[src/sv/md5e_pkg.sv]
// Shared types and constants for the median-of-window distance smoother.
package md5e_pkg;

    localparam int SAMPLE_WIDTH   = 16;
    localparam int WINDOW_LEN_DEF = 5;
    localparam int WEIGHT_WIDTH   = 17;
    localparam int FRAC_BITS      = 16;
    localparam int QUEUE_DEPTH    = 2;
    localparam int QPTR_W         = (QUEUE_DEPTH > 1) ? $clog2(QUEUE_DEPTH) : 1;
    localparam int QCNT_W         = $clog2(QUEUE_DEPTH + 1);

    typedef logic [SAMPLE_WIDTH-1:0] sample_t;
    typedef logic [WEIGHT_WIDTH-1:0] weight_t;

    localparam weight_t WEIGHT_ONE   = weight_t'(1 << FRAC_BITS);
    localparam weight_t WEIGHT_RESET = weight_t'(58982);

    // queue occupancy as seen by the front end and the checks
    typedef struct packed {
        logic              full;
        logic              empty;
        logic [QCNT_W-1:0] count;
    } queue_status_t;

endpackage

[src/sv/md5e_front.sv]
// Front end: input transfer, sample window shift and median selection.
module md5e_front
    import md5e_pkg::*;
#(
    parameter int WINDOW_LEN = WINDOW_LEN_DEF
) (
    input  logic    aclk,
    input  logic    aresetn,
    input  logic    s_valid,
    output logic    s_ready,
    input  sample_t s_distance_sample,
    input  logic    q_full,
    output logic    q_push,
    output sample_t q_data
);

    localparam int RANK_W = $clog2(WINDOW_LEN);
    localparam int MID    = (WINDOW_LEN - 1) / 2;

    sample_t             window_reg  [WINDOW_LEN];
    sample_t             window_next [WINDOW_LEN];
    logic [RANK_W-1:0]   rank        [WINDOW_LEN];

    assign s_ready = !q_full;
    assign q_push  = s_valid && s_ready;

    always_comb begin
        window_next = window_reg;
        if (q_push) begin
            window_next[0] = s_distance_sample;
            for (int i = 1; i < WINDOW_LEN; i++) begin
                window_next[i] = window_reg[i-1];
            end
        end
    end

    // stable rank: ties broken by position, so the ranks form a permutation
    always_comb begin
        for (int i = 0; i < WINDOW_LEN; i++) begin
            rank[i] = '0;
            for (int j = 0; j < WINDOW_LEN; j++) begin
                if (j != i) begin
                    if ((window_next[j] < window_next[i]) ||
                        ((window_next[j] == window_next[i]) && (j < i))) begin
                        rank[i] = rank[i] + 1'b1;
                    end
                end
            end
        end
    end

    always_comb begin
        q_data = '0;
        for (int i = 0; i < WINDOW_LEN; i++) begin
            if (rank[i] == RANK_W'(MID)) begin
                q_data = window_next[i];
            end
        end
    end

    always_ff @(posedge aclk) begin
        if (!aresetn) begin
            for (int i = 0; i < WINDOW_LEN; i++) begin
                window_reg[i] <= '0;
            end
        end else begin
            window_reg <= window_next;
        end
    end

endmodule

[src/sv/md5e_queue.sv]
// Short queue of medians between the front end and the smoother.
module md5e_queue
    import md5e_pkg::*;
(
    input  logic          aclk,
    input  logic          aresetn,
    input  logic          push,
    input  sample_t       push_data,
    input  logic          pop,
    output sample_t       pop_data,
    output queue_status_t status
);

    sample_t           entry_reg [QUEUE_DEPTH];
    logic [QPTR_W-1:0] wr_ptr_reg;
    logic [QPTR_W-1:0] wr_ptr_next;
    logic [QPTR_W-1:0] rd_ptr_reg;
    logic [QPTR_W-1:0] rd_ptr_next;
    logic [QCNT_W-1:0] count_reg;
    logic [QCNT_W-1:0] count_next;
    logic              do_push;
    logic              do_pop;

    assign status.full  = (count_reg == QCNT_W'(QUEUE_DEPTH));
    assign status.empty = (count_reg == '0);
    assign status.count = count_reg;

    assign do_push  = push && !status.full;
    assign do_pop   = pop && !status.empty;
    assign pop_data = entry_reg[rd_ptr_reg];

    always_comb begin
        wr_ptr_next = wr_ptr_reg;
        rd_ptr_next = rd_ptr_reg;
        count_next  = count_reg;
        if (do_push) begin
            wr_ptr_next = (wr_ptr_reg == QPTR_W'(QUEUE_DEPTH - 1)) ? '0 : wr_ptr_reg + 1'b1;
        end
        if (do_pop) begin
            rd_ptr_next = (rd_ptr_reg == QPTR_W'(QUEUE_DEPTH - 1)) ? '0 : rd_ptr_reg + 1'b1;
        end
        if (do_push && !do_pop) begin
            count_next = count_reg + 1'b1;
        end else if (do_pop && !do_push) begin
            count_next = count_reg - 1'b1;
        end
    end

    always_ff @(posedge aclk) begin
        if (!aresetn) begin
            wr_ptr_reg <= '0;
            rd_ptr_reg <= '0;
            count_reg  <= '0;
        end else begin
            wr_ptr_reg <= wr_ptr_next;
            rd_ptr_reg <= rd_ptr_next;
            count_reg  <= count_next;
        end
    end

    always_ff @(posedge aclk) begin
        if (do_push) begin
            entry_reg[wr_ptr_reg] <= push_data;
        end
    end

endmodule

[src/sv/md5e_back.sv]
// Back end: exponential smoother and the registered result transfer.
module md5e_back
    import md5e_pkg::*;
(
    input  logic    aclk,
    input  logic    aresetn,
    input  logic    q_valid,
    input  sample_t q_data,
    output logic    q_pop,
    input  weight_t weight,
    output logic    m_valid,
    input  logic    m_ready,
    output sample_t m_smoothed_distance,
    output sample_t m_median_distance
);

    localparam int DIFF_W   = SAMPLE_WIDTH + 1;
    localparam int PROD_W   = DIFF_W + WEIGHT_WIDTH + 1;
    localparam int STEP_W   = PROD_W - FRAC_BITS;
    localparam int HALF_LSB = 1 << (FRAC_BITS - 1);

    logic                     m_valid_reg;
    logic                     m_valid_next;
    sample_t                  smoothed_reg;
    sample_t                  smoothed_next;
    sample_t                  median_reg;
    weight_t                  w_sat;
    logic signed [DIFF_W-1:0] diff;
    logic signed [PROD_W-1:0] prod;
    logic signed [PROD_W-1:0] acc;
    logic signed [STEP_W-1:0] step;
    logic signed [STEP_W-1:0] sum;

    assign q_pop = q_valid && (!m_valid_reg || m_ready);

    // prev + round(w * (median - prev)), same as the weighted mean with rounding
    always_comb begin
        w_sat = (weight > WEIGHT_ONE) ? WEIGHT_ONE : weight;
        diff  = $signed({1'b0, q_data}) - $signed({1'b0, smoothed_reg});
        prod  = PROD_W'($signed({1'b0, w_sat})) * PROD_W'(diff);
        acc   = prod + PROD_W'(HALF_LSB);
        step  = $signed(acc[PROD_W-1:FRAC_BITS]);
        sum   = step + $signed({{(STEP_W - SAMPLE_WIDTH){1'b0}}, smoothed_reg});
        smoothed_next = sum[SAMPLE_WIDTH-1:0];
    end

    always_comb begin
        m_valid_next = m_valid_reg;
        if (q_pop) begin
            m_valid_next = 1'b1;
        end else if (m_ready) begin
            m_valid_next = 1'b0;
        end
    end

    always_ff @(posedge aclk) begin
        if (!aresetn) begin
            m_valid_reg  <= 1'b0;
            smoothed_reg <= '0;
        end else begin
            m_valid_reg <= m_valid_next;
            if (q_pop) begin
                smoothed_reg <= smoothed_next;
            end
        end
    end

    always_ff @(posedge aclk) begin
        if (q_pop) begin
            median_reg <= q_data;
        end
    end

    assign m_valid             = m_valid_reg;
    assign m_smoothed_distance = smoothed_reg;
    assign m_median_distance   = median_reg;

endmodule

[src/sv/median5_ema_distance_filter_unit.sv]
// Top level: median spike filter followed by an exponential distance smoother.
//
// Each distance sample (unsigned Q10.6 cm) taken on the s_ channel is shifted
// into a window of WINDOW_LEN entries, newest first; the median of the window
// (lower middle for an even length) rejects isolated spikes and is then
// smoothed as round(w*median + (1-w)*previous) with w the Q1.16 weight in the
// configuration register (reset 58982, about 0.9; anything above 1.0 is taken
// as 1.0, which passes the median straight through). Each input transfer gives
// exactly one m_ transfer carrying the smoothed value and the median. Window
// and smoother start at zero, so the zeros take part in the median until they
// have been shifted out. The block takes one sample per clock while the queue
// has room: the front end does the window shift and a rank-based median
// selection in the cycle of the transfer and pushes the median into a
// two-entry queue; the back end pops it once the output register is free and
// does one signed multiply and add against the stored smoothed value into
// the output register. Throughput is one sample per clock while neither side
// stalls, set by the multiply-add loop. The queue and the output register let
// either side stall without starving the other. The weight may only be
// written while no sample is in flight.
module median5_ema_distance_filter_unit
    import md5e_pkg::*;
#(
    parameter int WINDOW_LEN = WINDOW_LEN_DEF
) (
    input  logic    aclk,
    input  logic    aresetn,
    input  logic    cfg_wr_en,
    input  weight_t cfg_wr_data,
    input  logic    s_valid,
    output logic    s_ready,
    input  sample_t s_distance_sample,
    output logic    m_valid,
    input  logic    m_ready,
    output sample_t m_smoothed_distance,
    output sample_t m_median_distance
);

    weight_t       weight_reg;
    logic          q_push;
    sample_t       q_push_data;
    logic          q_pop;
    sample_t       q_pop_data;
    queue_status_t q_status;

    // smoothing weight, Q1.16
    always_ff @(posedge aclk) begin
        if (!aresetn) begin
            weight_reg <= WEIGHT_RESET;
        end else if (cfg_wr_en) begin
            weight_reg <= cfg_wr_data;
        end
    end

    md5e_front #(
        .WINDOW_LEN (WINDOW_LEN)
    ) u_front (
        .aclk              (aclk),
        .aresetn           (aresetn),
        .s_valid           (s_valid),
        .s_ready           (s_ready),
        .s_distance_sample (s_distance_sample),
        .q_full            (q_status.full),
        .q_push            (q_push),
        .q_data            (q_push_data)
    );

    md5e_queue u_queue (
        .aclk      (aclk),
        .aresetn   (aresetn),
        .push      (q_push),
        .push_data (q_push_data),
        .pop       (q_pop),
        .pop_data  (q_pop_data),
        .status    (q_status)
    );

    md5e_back u_back (
        .aclk                (aclk),
        .aresetn             (aresetn),
        .q_valid             (!q_status.empty),
        .q_data              (q_pop_data),
        .q_pop               (q_pop),
        .weight              (weight_reg),
        .m_valid             (m_valid),
        .m_ready             (m_ready),
        .m_smoothed_distance (m_smoothed_distance),
        .m_median_distance   (m_median_distance)
    );

    // reset leaves no result pending
    a_reset_clears_output: assert property (@(posedge aclk)
        !aresetn |=> !m_valid)
        else $error("result pending after reset");

    // the smoother only takes a median when the output register is free
    a_no_result_overwrite: assert property (@(posedge aclk) disable iff (!aresetn)
        q_pop |-> (!m_valid || m_ready))
        else $error("pending result overwritten");

    // a sample transfer always finds room in the queue
    a_push_fits_queue: assert property (@(posedge aclk) disable iff (!aresetn)
        q_push |-> (q_status.count < QCNT_W'(QUEUE_DEPTH)))
        else $error("median pushed into a full queue");

    // occupancy rises by one on a push without a pop
    a_queue_count_track: assert property (@(posedge aclk) disable iff (!aresetn)
        (q_push && !q_pop) |=> (q_status.count == $past(q_status.count) + 1'b1))
        else $error("queue count lost a push");

endmodule
[config.mk]
export PLATFORM = sky130hd
export DESIGN_NAME = median5_ema_distance_filter_unit
export DESIGN_NICKNAME = d
export VERILOG_FILES = /design/src/sv/md5e_pkg.sv /design/src/sv/md5e_front.sv /design/src/sv/md5e_queue.sv /design/src/sv/md5e_back.sv /design/src/sv/median5_ema_distance_filter_unit.sv
export SDC_FILE = /design/constraint.sdc
export NUM_CORES = 1
export LEC_CHECK = 0
export ABC_AREA = 1
export BUFFER_PORTS_ARGS = -buffer_cell sky130_fd_sc_hd__clkbuf_2
export CORE_MARGIN = 8
export CORE_UTILIZATION = 42
export CTS_BUF_LIST = sky130_fd_sc_hd__clkbuf_16
export DETAILED_ROUTE_END_ITERATION = 10
export GPL_ROUTABILITY_DRIVEN = 1
export PLACE_DENSITY = 0.69
export SYNTH_ARGS = -nofsm -noshare
export SYNTH_HDL_FRONTEND = slang
export SYNTH_SLANG_ARGS = --single-unit
[constraint.sdc]
create_clock -name aclk -period 8.4 [get_ports aclk]
set_clock_uncertainty 0.2 [all_clocks]
set_input_delay 1.68 -clock aclk [delete_from_list [all_inputs] [get_ports aclk]]
set_output_delay 1.68 -clock aclk [all_outputs]
set_load 0.05 [all_outputs]
After elaboration in Yosys (flattened, before gate mapping)
Memories as Yosys holds them, arrays and structs flattened. A register that Yosys moved wholly into a read port is not among the register bits. Cells that the tools add are included.

Memories kept: 1. Memory bits (writable): 32. Latch bits: 0. Word-level logic and storage cells: 135. Bits in read-only memories: 0. Register bits after elaboration: 134.

$mul: 1. Eq/ne operators: 16. Bitwise operators: 0. $add $sub $neg: 22. Muxes and demuxes: 37. Magnitude comparators: 21. Shifts and indexed selects: 0. Divide/modulo/power cells: 0. Reductions and logical operators: 25.

Memories: u_queue.entry_reg (depth 2, bits a word 16, read ports 1, clocked after memory_dff 1, write ports 1, line md5e_queue.sv:14) `sample_t entry_reg [QUEUE_DEPTH];`.

Operators by type and width (number): $lt A16 B16 Y1 (20); $eq A16 B16 Y1 (10); $mux W16 (5); $mux W80 (1); $add A3 B1 Y3 const B (15); $mux W3 (15); $add A32 B17 Y32 const B (1); $mul A18 B17 Y32 (1); $gt A17 B17 Y1 const B (1); $mux W17 (1); $sub A16 B16 Y17 (1); $add A16 B16 Y16 (1); $eq A3 B2 Y1 const B (5); $mux W1 (13); $logic_or A1 B1 Y1 (11); $logic_and A1 B1 Y1 (6); $logic_not A1 Y1 (5); $mux W2 (2); $reduce_bool A2 Y1 (2); $add A1 B1 Y1 const B (2); $add A2 B1 Y2 const B (1); $eq A2 B2 Y1 const B (1); $logic_not A2 Y1 (1); $sub A2 B1 Y2 const B (1).

Logic depth before layout (Yosys ltp)
Depth in word-level cells: 18. Gate-level depth with buffers: 55.

Cells and area by module
From an unflattened synthesis, not the netlist that was laid out.

Cells, all modules: 3052. Area total of the unflattened synthesis: 22990.8 um^2.

Modules (own cells, without submodules): md5e_back (area each 11956.5 um^2, times used 1, seq. area each 820.8 um^2, cells each 1532); md5e_front (area each 8908.5 um^2, times used 1, seq. area each 1601.5 um^2, cells each 1341); md5e_queue (area each 1455.1 um^2, times used 1, seq. area each 1061.0 um^2, cells each 88); median5_ema_distance_filter_unit (area each 670.6 um^2, times used 1, seq. area each 340.3 um^2, cells each 91).

Worst setup path after synthesis
No wires, ideal clock.

Kind: register -> register. Start: reg (tool-made name). End: reg u_back.smoothed_reg[13], in the netlist u_back.m_smoothed_distance[13]. Period minus slack after synthesis: 9.064 ns. Required time: 8.091 ns. Arrival: 8.755 ns. Stages on the path, launching flop included: 47. Path slack: -0.664 ns. Path buffers: 2. Cell sequence: dfxtp_1 -> clkbuf_1 -> buf_1 -> o21ai_0 -> ha_1 -> fa_1 -> nand3b_1 -> nand2_1 -> nand2_1 -> nand2_1 -> a21oi_2 -> o21ai_1 -> a31oi_1 -> inv_1 -> or2_1 -> nand2_2 -> inv_2 -> nand2_1 -> [... 11 more ...] -> nand2_1 -> a21oi_1 -> o21ai_0 -> or2_2 -> xor2_1 -> ha_1 -> nand2_1 -> inv_1 -> a21oi_1 -> o21ai_1 -> a21oi_1 -> o21ai_1 -> nand3_1 -> nand3_1 -> xor2_1 -> nand2_1 -> nand2_1 -> inv_1.

RTL lines: to (signal assigned) (line md5e_back.sv:63) `smoothed_reg <= smoothed_next;`; to (decl) (line md5e_back.sv:24) `sample_t smoothed_reg;`.

==> impl_metrics.json <==
{
  "status": "finished with violations",
  "violations": "negative setup slack",
  "start_util": 0.425,
  "ys_types": 60,
  "clock-sinks": 167,
  "area_growth_pct": 20.1,
  "syn_nets": 3522,
  "max_stage_delay_ns": 0.60,
  "cts_tree": "done",
  "hpwl_um": 54700,
  "syn_avg_cell_area_um2": 7.61,
  "fp.dieArea_um2": 61000,
  "yosys-top-cells-count": "inv_1 (575), nand2_1 (541), nor2_1 (349), ha_1 (315), fa_1 (226)",
  "yosysSeqAreaShare": 0.171,
  "yosys_warnings": 0,
  "root_buffer": "clkbuf_16",
  "drive_gt1_frac": 0.205,
  "drv_cap": 0,
  "place.gp.congestion": 1.03,
  "period_needed_ns": 8.60,
  "ant_nets": 0,
  "netlist_instances": 2943,
  "hold_class": "reg2reg",
  "post-route-drc-count": 0,
  "post_drt_via_cell_ratio": 5.17,
  "setup_viol": 8,
  "holdWs_ns": 0.245,
  "synth_xor_area_frac": 0.0156,
  "final_area_um2": 26900,
  "grt_usage": 0.222,
  "grt_pass1_wl_um": 106000,
  "grt_max_degree": 127,
  "worst_slew_pin_slew_ns": 1.00,
  "dp.cells": 3877,
  "largest_reg_flops": 80,
  "cp-start-kind": "flop",
  "synth_simple_gate_area_share": 0.221,
  "clock_latency_ns": 0.47,
  "place_area_um2": 25300,
  "worstPathRequired_ns": 8.57,
  "cts_buffer_depth": 2,
  "finalHoldViolations": 0,
  "worstPathArrival_ns": 8.76,
  "slew_headroom": 0.331,
  "rows": 84,
  "diodes": 0,
  "wl_per_cell_um": 17.1,
  "nNetsFinal": 3804,
  "grt_pass1_vias": 20300,
  "first_pass_iters": 5,
  "io_pins": 72,
  "fin_crit_sh": 1.02,
  "critical_path.max_fanout": 6,
  "num_vias": 20300,
  "die_h_um": 247,
  "report.final.slew_viol_count": 0,
  "htree_levels": 4,
  "cp-end-kind": "flop",
  "drt_iter0_drc": 1378,
  "overflow": 0,
  "synthMuxAreaShare": 0.00704,
  "synth_top_family_by_area": "adder cells",
  "ys_ff_latch": 167,
  "synth_edf_count": 48,
  "clock.fmax_mhz": 116,
  "worstSetupPathType": "reg2reg",
  "worst_slack_ns": -0.198,
  "synthTopCellsByArea": "fa_1 (20%), ha_1 (18%), dfxtp_1 (11%)",
  "die_w_um": 247,
  "syn_area_um2": 22400,
  "slowest_stage": "fa_1",
  "cts_made_buffers": 17,
  "routed_wl_um": 67100,
  "rsz0062_at_grt": "true",
  "instances_no_fill": 3926,
  "synth_compound_area_frac": 0.0931,
  "synth_top_area_frac": 0.202,
  "core_area_um2": 52700,
  "ys_async_sr_fraction": 0,
  "synth_most_common_cell": "inv_1",
  "io_buffer_count": 71,
  "antenna_found_initial": 1,
  "preCtsSetupSlack_ns": -0.496,
  "synth_ff_type": "dfxtp_1",
  "clk_pin_slew_worst_paths_ns": 0.08,
  "synth_fa_ha_area_frac": 0.378,
  "yosys.area.top_type": "fa_1"
}
-- area by class of cell --
class                           count  area, µm²
Fill cell                        5016      25800
Multi-Input combinational cell   2111      16900
Sequential cell                   167       3830
Timing Repair Buffer              336       2410
Inverter                          592       2250
Tap cell                          688        861
Clock buffer                       17        425
Clock inverter                     15        159
-- cell families after synthesis --
family,count (synthesis)
compound gates,373
xor+xnor,39
fa+ha+maj,541
buf+inv,665
flops,167
mux,14
simple gates,1144
-- stage by stage --
| step | setup TNS, ns | utilization |
|---|---|---|
| after floorplan | -0.00582 | - |
| after global placement | -2.27 | 0.481 |
| after detailed placement | -3.79 | 0.481 |
| after CTS | -0.681 | 0.498 |
| after global routing | -4.56 | 0.510 |
| final | -0.910 | 0.510 |
-- layer usage --
metal  part of all wire  GRT usage  vias up
met5            0.00019          0        -
met4              0.061      0.117        2
met3              0.067     0.0426      202
met2               0.47      0.379      679
met1               0.40      0.263     9565
li1                   -          -     9833
-- critical path: cells and delay by family, from the launching register on --
kind,cells,cell delay (ns)
muxes,1,0.32
xor gates and xnor gates,2,0.28
and+or+nand+nor,7,0.93
adders and majority gates,9,3.77
DFF,1,0.39
AOI/OAI and AO/OA,10,1.24
buffers and inverters,12,1.34
-- repair_timing --
action                     CTS  global route
gates cloned                 0             1
setup buffers                6            10
pin swaps                   28           108
gates resized for setup     61           134
hold buffers                 0             0
setup endpoints to repair   12            14
-- final timing paths --
path                           start                             end  slack [ns]  depth (start not counted)
hold reg to reg   u_queue.rd_ptr_reg                            flop        0.25                          1
setup / recovery                flop  u_back.m_smoothed_distance[14]       -0.20                         41
hold / removal    u_queue.rd_ptr_reg                            flop        0.25                          1
setup reg to reg                flop  u_back.m_smoothed_distance[14]       -0.20                         41
-- cell usage in the layout (no fill, tap or decap), types with 6 or more instances in the layout --
master / n
a21oi_1: 121
a21oi_2: 44
a31oi_1: 12
buf_4: 257
clkbuf_16: 18
clkbuf_2: 71
clkinv_1: 7
dfxtp_1: 118
edfxtp_1: 48
fa_1: 219
fa_2: 7
ha_1: 280
ha_4: 33
inv_1: 562
inv_2: 17
mux2_2: 7
mux2_4: 7
nand2_1: 508
nand2_2: 52
nand2_4: 10
nand3_1: 70
nand3_2: 13
nand4_1: 56
nor2_1: 337
nor2_2: 11
nor2_4: 6
nor3_1: 12
o21a_1: 10
o21ai_0: 117
o21ai_1: 21
o21ai_2: 9
o21bai_1: 8
or2_2: 41
xnor2_1: 10
xor2_1: 21
xor2_2: 7
Power is left out: the tool's default activity adds up to more than one toggle a clock period on the data nets, which glitch-free logic cannot reach.
